[src/rcse_pkg.sv]
// ----------------------------------------------------------------------------
// rcse_pkg
// Shared widths, register indexes, reset values, types and helper functions.
// ----------------------------------------------------------------------------
package rcse_pkg;

  localparam int SAMPLE_BITS = 24;
  localparam int STORE_DEPTH = 262144;  // power of two
  localparam int ADDR_W      = $clog2(STORE_DEPTH);
  localparam int PAIR_W      = 2 * SAMPLE_BITS;
  localparam int TDATA_W     = ((PAIR_W + 7) / 8) * 8;

  localparam int POS_W     = 18;
  localparam int FADE_W    = 17;
  localparam int REC_W     = 32;
  localparam int GAIN_W    = 24;
  localparam int GAIN_FRAC = 22;
  localparam int W_W       = REC_W + 1;         // weight, one integer bit
  localparam int GD_W      = GAIN_W + 1;
  localparam int DIST_W    = POS_W + 1;
  localparam int MUL_W     = DIST_W + REC_W;
  localparam int CMP_W     = (ADDR_W > POS_W) ? ADDR_W : POS_W;

  localparam int WET_PROD_W = SAMPLE_BITS + GAIN_W + 1;
  localparam int DRY_PROD_W = SAMPLE_BITS + GD_W + 1;
  localparam int ACC_W      = DRY_PROD_W + 1;
  localparam int RND_W      = ACC_W - GAIN_FRAC;

  localparam int CFG_ADDR_W = 3;
  localparam int CFG_DATA_W = 32;

  localparam logic [W_W-1:0]   W_ONE      = {1'b1, {REC_W{1'b0}}};
  localparam logic [GD_W-1:0]  GAIN_ONE   = GD_W'(1) << GAIN_FRAC;
  localparam logic [ACC_W-1:0] ROUND_HALF = ACC_W'(1) << (GAIN_FRAC - 1);

  localparam logic [SAMPLE_BITS-1:0] SAMPLE_MAX = {1'b0, {(SAMPLE_BITS-1){1'b1}}};
  localparam logic [SAMPLE_BITS-1:0] SAMPLE_MIN = {1'b1, {(SAMPLE_BITS-1){1'b0}}};

  localparam logic [POS_W-1:0]  LEN_RESET  = POS_W'(24000);
  localparam logic [FADE_W-1:0] FADE_RESET = FADE_W'(1200);
  localparam logic [REC_W-1:0]  REC_RESET  = REC_W'(3579139);
  localparam logic [GAIN_W-1:0] WET_RESET  = GAIN_W'(4194304);
  localparam logic [GAIN_W-1:0] DRY_RESET  = '0;

  typedef enum logic [CFG_ADDR_W-1:0] {
    REG_CHUNK_LENGTH    = 3'd0,
    REG_FADE_LENGTH     = 3'd1,
    REG_FADE_RECIPROCAL = 3'd2,
    REG_WET_GAIN        = 3'd3,
    REG_DRY_GAIN        = 3'd4
  } reg_index_t;

  typedef enum logic [2:0] {
    ST_IDLE,
    ST_EDGE,
    ST_MID,
    ST_GAIN,
    ST_PROD,
    ST_SUM
  } state_t;

  typedef struct packed {
    logic [POS_W-1:0]  len;
    logic [FADE_W-1:0] fade;
    logic [REC_W-1:0]  rec;
    logic [GAIN_W-1:0] wet;
    logic [GAIN_W-1:0] dry;
  } cfg_t;

  // one strobe per datapath step
  typedef struct packed {
    logic w_edge;
    logic w_mid;
    logic gains;
    logic prod;
  } step_t;

  function automatic logic [W_W-1:0] clamp_one(input logic [MUL_W-1:0] v);
    logic [W_W-1:0] r;
    if (v > MUL_W'(W_ONE)) r = W_ONE;
    else r = v[W_W-1:0];
    return r;
  endfunction

  // positions map onto the store modulo its depth
  function automatic logic [ADDR_W-1:0] to_addr(input logic [POS_W-1:0] v);
    logic [ADDR_W-1:0] a;
    a = ADDR_W'(v);
    return a;
  endfunction

endpackage

[src/rcse_mix.sv]
// ----------------------------------------------------------------------------
// rcse_mix
// One channel of the output mix: registered products, then sum, round half
// up and saturate.
// ----------------------------------------------------------------------------
module rcse_mix
  import rcse_pkg::*;
(
  input  logic                          clk,
  input  logic                          ld_prod,
  input  logic signed [SAMPLE_BITS-1:0] stored,
  input  logic signed [SAMPLE_BITS-1:0] sample,
  input  logic [GAIN_W-1:0]             wet_w,
  input  logic [GD_W-1:0]               dry_w,
  output logic [SAMPLE_BITS-1:0]        result
);

  logic signed [WET_PROD_W-1:0] wet_part;
  logic signed [DRY_PROD_W-1:0] dry_part;
  logic [ACC_W-1:0]             acc;
  logic [RND_W-1:0]             rounded;
  logic                         in_range;

  always_ff @(posedge clk) begin
    if (ld_prod) begin
      wet_part <= stored * $signed({1'b0, wet_w});
      dry_part <= sample * $signed({1'b0, dry_w});
    end
  end

  always_comb begin
    acc = {{(ACC_W-WET_PROD_W){wet_part[WET_PROD_W-1]}}, wet_part}
        + {{(ACC_W-DRY_PROD_W){dry_part[DRY_PROD_W-1]}}, dry_part}
        + ROUND_HALF;
    // arithmetic shift by the gain fraction is a floor
    rounded  = acc[ACC_W-1:GAIN_FRAC];
    in_range = (&rounded[RND_W-1:SAMPLE_BITS-1]) || !(|rounded[RND_W-1:SAMPLE_BITS-1]);
    if (in_range) result = rounded[SAMPLE_BITS-1:0];
    else if (rounded[RND_W-1]) result = SAMPLE_MIN;
    else result = SAMPLE_MAX;
  end

endmodule

[config.mk]
export PLATFORM = sky130hd
export DESIGN_NAME = rcse_mix
export DESIGN_NICKNAME = d
export VERILOG_FILES = /design/src/rcse_pkg.sv /design/src/rcse_mix.sv
export SDC_FILE = /design/constraint.sdc
export NUM_CORES = 2
export LEC_CHECK = 0
export ABC_AREA = 1
export BUFFER_PORTS_ARGS = -buffer_cell sky130_fd_sc_hd__buf_2
export CAP_MARGIN = 10
export CORE_MARGIN = 2
export CORE_UTILIZATION = 40
export CTS_CLUSTER_DIAMETER = 80
export DETAILED_ROUTE_END_ITERATION = 10
export PLACE_DENSITY = 0.55
export SLEW_MARGIN = 40
export SYNTH_ARGS = -nofsm -noshare
export SYNTH_HDL_FRONTEND = slang
export SYNTH_SLANG_ARGS = --single-unit
[constraint.sdc]
create_clock -name clk -period 8.2 [get_ports clk]
set_input_delay 1.23 -clock clk [delete_from_list [all_inputs] [get_ports clk]]
set_output_delay 1.23 -clock clk [all_outputs]
set_load 0.005 [all_outputs]
==> results <==
- The number of vias per cell after detailed routing is 4.82.
- The fraction of final layout cells with drive strength greater than 1 is 3.92%.
- The number of clock buffers added by TritonCTS is 9.
- The synthesized design contains 99 register bits.
- In this run the remaining antenna-violating nets after routing total 0.
- Fill cells in the final layout number 12.4k.
- The largest total area in the synthesized netlist belongs to sky130_fd_sc_hd__fa_1.
- Post-CTS repair changed the size of 0 cells.
- The area of the die is 0.123 mm^2.
- The transition time of the tightest slew-check pin is 0.803 ns.
- Measured against its own limit, the worst slew margin works out to 46.5%.
- Global routing finished with a remaining overflow of 0.
- STA classifies the critical path startpoint as an input pin.
- The CTS tree is yes.
- The per-instance average area after synthesis is 7.68 um^2.
- Timing would allow up to 134 MHz.
- Adding up every negative setup slack in the final design gives 0 ns.
- The tightest min-delay check is of the input pin to flip-flop type.
- The smallest setup slack after layout is 0.732 ns.
- The first TritonRoute pass finished after 5 iterations.
- The placeable core region is 0.120 mm^2.
- The critical path is of the input pin to flip-flop type.
- The cell sitting at the root of the clock tree is a sky130_fd_sc_hd__clkbuf_16.
- The netlist uses 41 different library cells.
- Prior to clock tree synthesis, the placed netlist has a worst setup slack of 0.390 ns.
- The number of maximum-capacitance constraint violations is 0.
- Counting every net in the synthesized netlist gives 7850.
- The cell count after synthesis came out at 6262.
- Global routing used 23.6% of the available tracks across all layers.
- The DRC violation total after the first TritonRoute iteration is 2106.
- The worst-case clock buffer depth is 2.
- The largest fanout of any net on the critical path is 24.
- Setup violations remaining at the end of the flow were counted as 0.
- Among all cell types in the netlist, the one instantiated most often is sky130_fd_sc_hd__inv_1.
- After synthesis, the largest area contributor takes up 41.0% of total cell area.
- After clock tree synthesis, the clock-pin slew on the worst setup and hold paths is 0.08 ns.
- The first global-routing pass estimated 225 mm of wire.
- Data on the critical path is required at its endpoint by 8.31 ns.
- The flow ran to the end, and the final reports show no timing, DRC or antenna violations.
- During synthesis, Yosys emitted a total of 0 warnings.
- The number of standard-cell rows in the floorplan is 127.
- The cell area that synthesis handed to floorplanning was 0.0481 mm^2.
- The arrival time of data at the critical path endpoint is 7.58 ns.
- The clock sink count is 99.
- Setup repair after global routing left no endpoint under its margin.
- The smallest clock period supported by the final layout is computed as 7.47 ns.
- In the final routed layout, each cell accounts on average for 17.7 um.
- Ranked by total cell area, the synthesized netlist is headed by sky130_fd_sc_hd__fa_1 41%, sky130_fd_sc_hd__inv_1 15%, sky130_fd_sc_hd__ha_1 13%.
- The count of H-tree levels built during CTS is 3.
- The final weighted congestion of routability-driven global placement is 0.926.
- The HPWL after detailed placement is 117 mm.
- The via count of the first global-routing pass is 41.4k.
- The width of the die is 351 um.
- The final route contains 37.8k vias.
- In the routed design, unresolved DRC markers number 0.
- The sequential share of the synthesized area is 6.18%.
- The number of port buffers is 122.
- For this configuration, the core starts out at a cell density of 40.2%.
- The element type at the critical path end is a flip-flop.
- The max-slew violation count is 0.
- Measured on the finished design, the core utilization comes to 42.3%.
- The number of nets in the layout is 7815.
- The post-route clock period utilization is 91.1%.
- By count the netlist is led by 1929 x sky130_fd_sc_hd__inv_1, 1663 x sky130_fd_sc_hd__nand2_1, 986 x sky130_fd_sc_hd__fa_1.
- The hold-fix buffer count after cts is 0.
- The post-detailed-routing wire length is 139 mm.
- The post-layout instance count excluding filler cells is 7847.
- The I/O pin count is 123.
- The number of enable-type register cells in the synthesized netlist is 99.
- The vertical die dimension is 351 um.
- Post-CTS timing repair inserted 0 buffers for setup.
- The flip-flop cell with the highest count after synthesis is sky130_fd_sc_hd__edfxtp_1.
- The pin count of the biggest net entering global routing is 60.
- The number of antenna violations at the first check in global routing is 12.
- Including well taps, the total number of placed cells is 7828.
- The signed area change from the synthesized netlist to the final layout is 5.14%.
- The total count of hold-check failures in the final report is 0.
- For this run, asynchronously set or reset flops after synthesis account for 0%.
==> cells in the final DEF, fill, tap and decap left out, drive strengths merged, types with 5 or more instances in the layout <==
master	count
a21boi	6
a21oi	189
a31oi	27
buf	175
clkbuf	9
edfxtp	99
fa	986
ha	503
inv	1937
nand2	1672
nand3	66
nand4	13
nor2	238
nor3	18
nor4	13
o2111ai	5
o21a	11
o21ai	83
o21bai	17
or2	27
xnor2	42
xor2	69
==> metal layers <==
layer  global-route usage, %  vias up  part of all wire, %
met4                    5.98        6                  2.8
met1                    30.1    18900                   42
met5                       0        -                0.030
met3                    2.34      215                  4.9
li1                        -    17800                    -
met2                    42.6      933                   50
==> flip-flops by register name, indices dropped and copies added, names as in the netlist <==
signal and cells:
wet_part 49, dry_part 50
==> through the flow <==
step | hold WS [ns] | area (um^2)
6_report | 1.41 | 50600
5_1_grt | 1.43 | 50600
4_1_cts | 1.42 | 50600
3_5_place_dp | 1.79 | 50300
3_3_place_gp | 1.78 | 50300
2_1_floorplan | 1.34 | 48100
==> critical path, cell delays in order <==
cell,delay (ns)
sky130_fd_sc_hd__buf_2,0.52
sky130_fd_sc_hd__nand2_1,0.17
sky130_fd_sc_hd__fa_1,0.58
sky130_fd_sc_hd__fa_1,0.44
sky130_fd_sc_hd__fa_1,0.55
sky130_fd_sc_hd__inv_1,0.05
sky130_fd_sc_hd__fa_1,0.51
sky130_fd_sc_hd__inv_1,0.06
sky130_fd_sc_hd__fa_1,0.53
sky130_fd_sc_hd__inv_1,0.05
sky130_fd_sc_hd__fa_1,0.47
sky130_fd_sc_hd__inv_1,0.05
sky130_fd_sc_hd__fa_1,0.52
sky130_fd_sc_hd__inv_1,0.06
sky130_fd_sc_hd__ha_1,0.36
sky130_fd_sc_hd__nand2_1,0.16
sky130_fd_sc_hd__nor2_1,0.12
sky130_fd_sc_hd__inv_1,0.06
sky130_fd_sc_hd__nor3_1,0.20
sky130_fd_sc_hd__o21ai_0,0.17
sky130_fd_sc_hd__nand2_1,0.13
sky130_fd_sc_hd__nand2_1,0.06
sky130_fd_sc_hd__nand3_1,0.20
sky130_fd_sc_hd__a31oi_1,0.13
sky130_fd_sc_hd__xor2_1,0.16
==> area by class of cell <==
class / count / area (um^2) / share of cell area, %
clock buffers: 9 / 225 / 0.445
clock inverters: 7 / 72.6 / 0.144
well taps: 1612 / 2020 / 3.99
flip-flops and latches: 99 / 2970 / 5.88
multi-input cells: 4009 / 37000 / 73.2
diodes: 3 / 7.51 / 0.0148
repair buffers: 175 / 1010 / 2.00
inverters: 1933 / 7260 / 14.3
==> final timing paths <==
kind | startpoint | to | slack (ns) | cells after the start
hold / removal | ld_prod | dry_part[17] | 1.41 | 1
setup / recovery | wet_w[13] | wet_part[47] | 0.73 | 25
==> cells by family (layout without fill, tap and decap cells) <==
group,Yosys count,in the layout,share of synthesized area [%]
AOI/OAI and AO/OA,354,354,4.07
DFF,99,99,6.18
xor gates and xnor gates,111,111,2.02
adders and majority gates,1489,1489,54.1
other,0,3,0
and+or+nand+nor,2055,2055,16.7
buffers and inverters,2154,2124,16.9
Power is left out: the tool's default activity adds up to more than one toggle a clock period on the data nets, which glitch-free logic cannot reach.
