<file path="src/rcse_pkg.sv">
// ----------------------------------------------------------------------------
// rcse_pkg
// Shared widths, register indexes, reset values, types and helper functions.
// ----------------------------------------------------------------------------
package rcse_pkg;

  localparam int SAMPLE_BITS = 24;
  localparam int STORE_DEPTH = 262144;  // power of two
  localparam int ADDR_W      = $clog2(STORE_DEPTH);
  localparam int PAIR_W      = 2 * SAMPLE_BITS;
  localparam int TDATA_W     = ((PAIR_W + 7) / 8) * 8;

  localparam int POS_W     = 18;
  localparam int FADE_W    = 17;
  localparam int REC_W     = 32;
  localparam int GAIN_W    = 24;
  localparam int GAIN_FRAC = 22;
  localparam int W_W       = REC_W + 1;         // weight, one integer bit
  localparam int GD_W      = GAIN_W + 1;
  localparam int DIST_W    = POS_W + 1;
  localparam int MUL_W     = DIST_W + REC_W;
  localparam int CMP_W     = (ADDR_W > POS_W) ? ADDR_W : POS_W;

  localparam int WET_PROD_W = SAMPLE_BITS + GAIN_W + 1;
  localparam int DRY_PROD_W = SAMPLE_BITS + GD_W + 1;
  localparam int ACC_W      = DRY_PROD_W + 1;
  localparam int RND_W      = ACC_W - GAIN_FRAC;

  localparam int CFG_ADDR_W = 3;
  localparam int CFG_DATA_W = 32;

  localparam logic [W_W-1:0]   W_ONE      = {1'b1, {REC_W{1'b0}}};
  localparam logic [GD_W-1:0]  GAIN_ONE   = GD_W'(1) << GAIN_FRAC;
  localparam logic [ACC_W-1:0] ROUND_HALF = ACC_W'(1) << (GAIN_FRAC - 1);

  localparam logic [SAMPLE_BITS-1:0] SAMPLE_MAX = {1'b0, {(SAMPLE_BITS-1){1'b1}}};
  localparam logic [SAMPLE_BITS-1:0] SAMPLE_MIN = {1'b1, {(SAMPLE_BITS-1){1'b0}}};

  localparam logic [POS_W-1:0]  LEN_RESET  = POS_W'(24000);
  localparam logic [FADE_W-1:0] FADE_RESET = FADE_W'(1200);
  localparam logic [REC_W-1:0]  REC_RESET  = REC_W'(3579139);
  localparam logic [GAIN_W-1:0] WET_RESET  = GAIN_W'(4194304);
  localparam logic [GAIN_W-1:0] DRY_RESET  = '0;

  typedef enum logic [CFG_ADDR_W-1:0] {
    REG_CHUNK_LENGTH    = 3'd0,
    REG_FADE_LENGTH     = 3'd1,
    REG_FADE_RECIPROCAL = 3'd2,
    REG_WET_GAIN        = 3'd3,
    REG_DRY_GAIN        = 3'd4
  } reg_index_t;

  typedef enum logic [2:0] {
    ST_IDLE,
    ST_EDGE,
    ST_MID,
    ST_GAIN,
    ST_PROD,
    ST_SUM
  } state_t;

  typedef struct packed {
    logic [POS_W-1:0]  len;
    logic [FADE_W-1:0] fade;
    logic [REC_W-1:0]  rec;
    logic [GAIN_W-1:0] wet;
    logic [GAIN_W-1:0] dry;
  } cfg_t;

  // one strobe per datapath step
  typedef struct packed {
    logic w_edge;
    logic w_mid;
    logic gains;
    logic prod;
  } step_t;

  function automatic logic [W_W-1:0] clamp_one(input logic [MUL_W-1:0] v);
    logic [W_W-1:0] r;
    if (v > MUL_W'(W_ONE)) r = W_ONE;
    else r = v[W_W-1:0];
    return r;
  endfunction

  // positions map onto the store modulo its depth
  function automatic logic [ADDR_W-1:0] to_addr(input logic [POS_W-1:0] v);
    logic [ADDR_W-1:0] a;
    a = ADDR_W'(v);
    return a;
  endfunction

endpackage

</file>
<file path="src/rcse_weight.sv">
// ----------------------------------------------------------------------------
// rcse_weight
// Chunk weight and gain unit: edge ramps and mid-chunk dip on one shared
// multiplier, then wet and dry gains for the mixers.
// ----------------------------------------------------------------------------
module rcse_weight
  import rcse_pkg::*;
(
  input  logic              clk,
  input  step_t             step,
  input  cfg_t              cfg,
  input  logic [POS_W-1:0]  pos,
  input  logic [POS_W-1:0]  dist_end,
  output logic [GAIN_W-1:0] wet_w,
  output logic [GD_W-1:0]   dry_w
);

  logic [W_W-1:0]           weight;
  logic [DIST_W-1:0]        mid_dist;
  logic                     mid_near;
  logic                     near_end;
  logic                     near_start;
  logic [DIST_W-1:0]        pos2;
  logic [DIST_W-1:0]        len_x;
  logic [DIST_W-1:0]        dist_now;
  logic [DIST_W-1:0]        mul_a;
  logic [MUL_W-1:0]         prod;
  logic [GAIN_W+W_W-1:0]    wet_prod;

  always_comb begin
    near_end   = dist_end < POS_W'(cfg.fade);
    near_start = (DIST_W'(dist_end) + DIST_W'(cfg.fade)) > DIST_W'(cfg.len);
    pos2       = {pos, 1'b0};
    len_x      = DIST_W'(cfg.len);
    // twice the distance from mid-chunk
    dist_now   = (len_x >= pos2) ? (len_x - pos2) : (pos2 - len_x);
    if (step.w_mid) mul_a = mid_dist;
    else if (near_end) mul_a = DIST_W'(dist_end);
    else mul_a = DIST_W'(pos);
    prod     = MUL_W'(mul_a) * MUL_W'(cfg.rec);
    wet_prod = (GAIN_W+W_W)'(cfg.wet) * (GAIN_W+W_W)'(weight);
  end

  always_ff @(posedge clk) begin
    if (step.w_edge) begin
      weight   <= (near_end || near_start) ? clamp_one(prod) : W_ONE;
      mid_dist <= dist_now;
      mid_near <= dist_now < DIST_W'({cfg.fade, 1'b0});
    end
    if (step.w_mid) begin
      // the dip only replaces a full weight
      if ((weight == W_ONE) && mid_near) begin
        weight <= clamp_one({1'b0, prod[MUL_W-1:1]});
      end
    end
    if (step.gains) begin
      wet_w <= wet_prod[REC_W +: GAIN_W];
      dry_w <= GD_W'(cfg.dry) + GAIN_ONE - GD_W'(weight >> (REC_W - GAIN_FRAC));
    end
  end

endmodule

</file>
<file path="config.mk">
export PLATFORM = sky130hd
export DESIGN_NAME = rcse_weight
export DESIGN_NICKNAME = d
export VERILOG_FILES = /design/src/rcse_pkg.sv /design/src/rcse_weight.sv
export SDC_FILE = /design/constraint.sdc
export NUM_CORES = 2
export LEC_CHECK = 0
export BUFFER_PORTS_ARGS = -buffer_cell sky130_fd_sc_hd__buf_2
export CORE_MARGIN = 2
export CORE_UTILIZATION = 45
export DETAILED_ROUTE_END_ITERATION = 16
export PLACE_DENSITY = 0.57
export SLEW_MARGIN = 40
export SYNTH_ARGS = -nofsm -noshare
export SYNTH_HDL_FRONTEND = slang
export SYNTH_SLANG_ARGS = --single-unit
</file>
<file path="constraint.sdc">
create_clock -name clk -period 13.3 [get_ports clk]
set_input_delay 1.33 -clock clk [delete_from_list [all_inputs] [get_ports clk]]
set_output_delay 1.33 -clock clk [all_outputs]
set_load 0.01 [all_outputs]
</file>
==> summary.md <==
| Metric | Value |
|---|---|
| Synth Area in Simple Gates | `0.1690` |
| Area of the multi-input gates | `0.04322 sq mm` |
| Residual DRC count | `0` |
| Die area | `0.1189 sq mm` |
| Via count | `39820` |
| Mapped Nets | `7789` |
| Die width | `344.8 um` |
| Highest fanout seen on the critical path | `29` |
| Starting density of the core | `0.4517` |
| Iteration-0 DRC Markers | `2533` |
| Mapped cell area | `0.05227 sq mm` |
| Final core occ | `0.4755` |
| Worst-skew pair later-pin latency | `0.40 ns` |
| Flop2flop setup slack | `4.21 ns` |
| Adder-cell share of the synthesized area | `0.5660` |
| Synth top area share | `0.4561` |
| Worst min-delay path category | `reg2reg` |
| Slowest-stage cell, CP | `o21ai_2` |
| Cell taking the most area after synthesis | `fa_1` |
| Worst r2r src | `weight[10]` |
| Global route overflow | `0` |
| Post-Synth XOR/XNOR Area | `0.01726` |
| CTS root buffer | `clkbuf_16` |
| Synth-to-Final Area Change | `5.285%` |
| Final hold vios | `0` |
| Hold Path Sink | `weight[22]` |
| Site Rows | `125` |
| Vias in the first global route | `43110` |
| Post-synthesis sequential area ratio | `0.05228` |
| CP Launch Type | `input pin` |
| Final period util | `0.8780` |
| Hold depth | `2` |
| Finish-stage setup viols | `0` |
| WL per Instance | `20.11 um` |
| Fmax | `0.08564 GHz` |
| RD Place Congestion | `0.9369` |
| Post-synth top cells | `inv_1 (1388), fa_1 (1191), nand2_1 (961)` |
| I/O pin total | `205` |
| Worst-margin pin slew | `0.8656 ns` |
| Most frequent cell after synthesis | `inv_1` |
| Reg2Reg Depth | `25` |
| Relative slew slack | `0.4229` |
| Clock sink count | `102` |
| Total CTS buffers | `9` |
| Filler cell count | `11350` |
| CTS tree | `done` |
| Largest net degree at the start of global routing | `66` |
| Setup_tns | `0 ns` |
| Mux contribution to synthesized area | `0.002681` |
| Largest family of logic cells by synthesized area | `adder cells` |
| Clk buf depth | `2` |
| Sequential cell area | `0.002735 sq mm` |
| Clk slew on worst S/H paths | `0.07 ns` |
| CP endpoint kind | `register` |
| Number of setup buffers added after CTS | `0` |
| Avg Inst Size Synth | `8.737 sq um` |
| Fin. max-slew vios | `0` |
| Post-synthesis register bit count | `102` |
| Die height | `344.8 um` |
| Initial antenna violation count | `2` |
| Worst EP arrival | `11.99 ns` |
| Number of flops mapped to enable cells by yosys | `69` |
| Distinct cells, synth | `71` |
| H-tree depth | `3` |
| Compound-gate portion of the synthesized area | `0.06910` |
| Slowest stage delay, CP | `0.66 ns` |
| Routed Antenna Nets | `0` |
| Hold Path Origin | `weight[22]` |
| First-pass GRT wire length | `243900 um` |
| YS warnings | `0` |
| Nets | `7760` |
| Crit path top cell by count | `fa_1` |
| Vias per cell | `5.320` |
| Layout cells sized above 1 | `0.05706` |
| DRT Pass-1 Iters | `6` |
| Synth top area cells | `fa_1 (46%), ha_1 (11%), inv_1 (10%)` |
| Post-layout min period | `11.68 ns` |
| Routed WL | `150500 um` |
| CP Class | `in2reg` |
| Max-Cap Viols | `0` |
| Core area | `0.1157 sq mm` |
| DP HPWL | `115500 um` |
| IO Port Bufs | `203` |
| Main synth FF type | `edfxtp_1` |
| Critical Path RT | `13.62 ns` |
| Setup Skew | `0.01939 ns` |
| Synthesized instance count | `5983` |
| Hold-fix buffers, CTS | `0` |
| RSZ-0062 raised after global routing | `no` |
| Outcome | `finished clean` |
| Share of flip-flops with an asynchronous set or reset | `0` |
| Gr usage total | `0.2648` |
| PostCTS Resize Cnt | `0` |
| Worst R2R End | `wet_w[23]` |
worst max-delay path: cells and delay by family:
family	cells	cell delay, ns
buffers and inverters	7	0.93
adders and majority gates	8	3.92
and+or+nand+nor	5	1.79
AOI/OAI and AO/OA	14	3.99
how the worst max path moves through the flow:
stage                 start    endpoint  slack, ns  cells after the start
finish              cfg[91]  weight[17]       1.62                     34
detailed placement  cfg[91]  weight[17]       1.30                     36
floorplan           cfg[91]   weight[2]       2.48                     37
CTS                 cfg[91]  weight[17]       1.65                     36
global placement    cfg[91]   weight[2]       1.22                     36
global route        cfg[91]   weight[4]       1.00                     34
registers in the layout, summed over array words and instances, names as in the netlist:
name,cells
weight,33
dry_w,25
mid_dist,19
wet_w,24
mid_near,1
per-stage QoR:
stage	hold WS (ns)	worst slack [ns]	instances	area (sq um)
after global placement	0.5254	1.223	7466	54690
after CTS	0.5489	1.651	7482	55010
after global routing	0.5920	1.002	7483	55030
final	0.5471	1.623	7484	55040
after floorplan	0.5271	2.484	5983	52270
after detailed placement	0.5322	1.302	7466	54750
final cells by class:
| cell class | instances | area share |
|---|---|---|
| inverter | 1388 | 0.09467 |
| antenna | 1 | 0.00004547 |
| clock inverter | 6 | 0.0006366 |
| tap | 1524 | 0.03465 |
| sequential | 102 | 0.04970 |
| clock buffer | 10 | 0.004160 |
| timing repair buffer | 290 | 0.03078 |
| multi-input combinational | 4163 | 0.7854 |
cell families (layout without fill, tap and decap cells):
group | Yosys count | count (layout)
simple gates | 1835 | 1835
compound gates | 561 | 561
flops | 102 | 102
other cells | 0 | 1
mux | 14 | 14
fa+ha+maj | 1650 | 1650
buf+inv | 1718 | 1694
xor+xnor | 103 | 103
metal layers:
| layer | part of all wire | up-vias | GRT usage |
|---|---|---|---|
| met5 | 0.0013 | - | 0.009615 |
| met3 | 0.050 | 212 | 0.02869 |
| met1 | 0.43 | 20630 | 0.3531 |
| met4 | 0.023 | 6 | 0.05916 |
| li1 | - | 17840 | - |
| met2 | 0.50 | 1131 | 0.4631 |
cells in the final DEF (no fill, tap or decap), types with 8 or more instances in the layout:
cell       synthesis  final
xor2_1            32     32
nor3_1            48     48
buf_2              2    196
buf_4              0     93
a211oi_1          17     17
o21a_1            16     16
and2_1           514    514
nor2b_1           21     21
nor4_1            12     11
a21boi_0           8      8
a21oi_1          190    190
nor2_1           104    104
or3_1             14     14
nand2b_1          15     15
mux2i_1           14     14
o21ai_0           91     77
nand3_1           28     28
inv_1           1388   1387
a32oi_1           31     31
o21bai_1          21     21
clkbuf_16          0      9
and3_1            38     38
edfxtp_1          69     69
fa_1            1191   1191
nand4_1           30     30
and4_1             8      8
o211ai_1          15     15
a21o_1            65     65
xnor2_1           71     71
o21ai_2            0     12
dfxtp_1           33     31
a31oi_1           20     19
ha_1             459    459
nand2_1          961    961
Power is not shown: default switching activity piles up to over one toggle a cycle in this logic, so the estimate is an artifact.
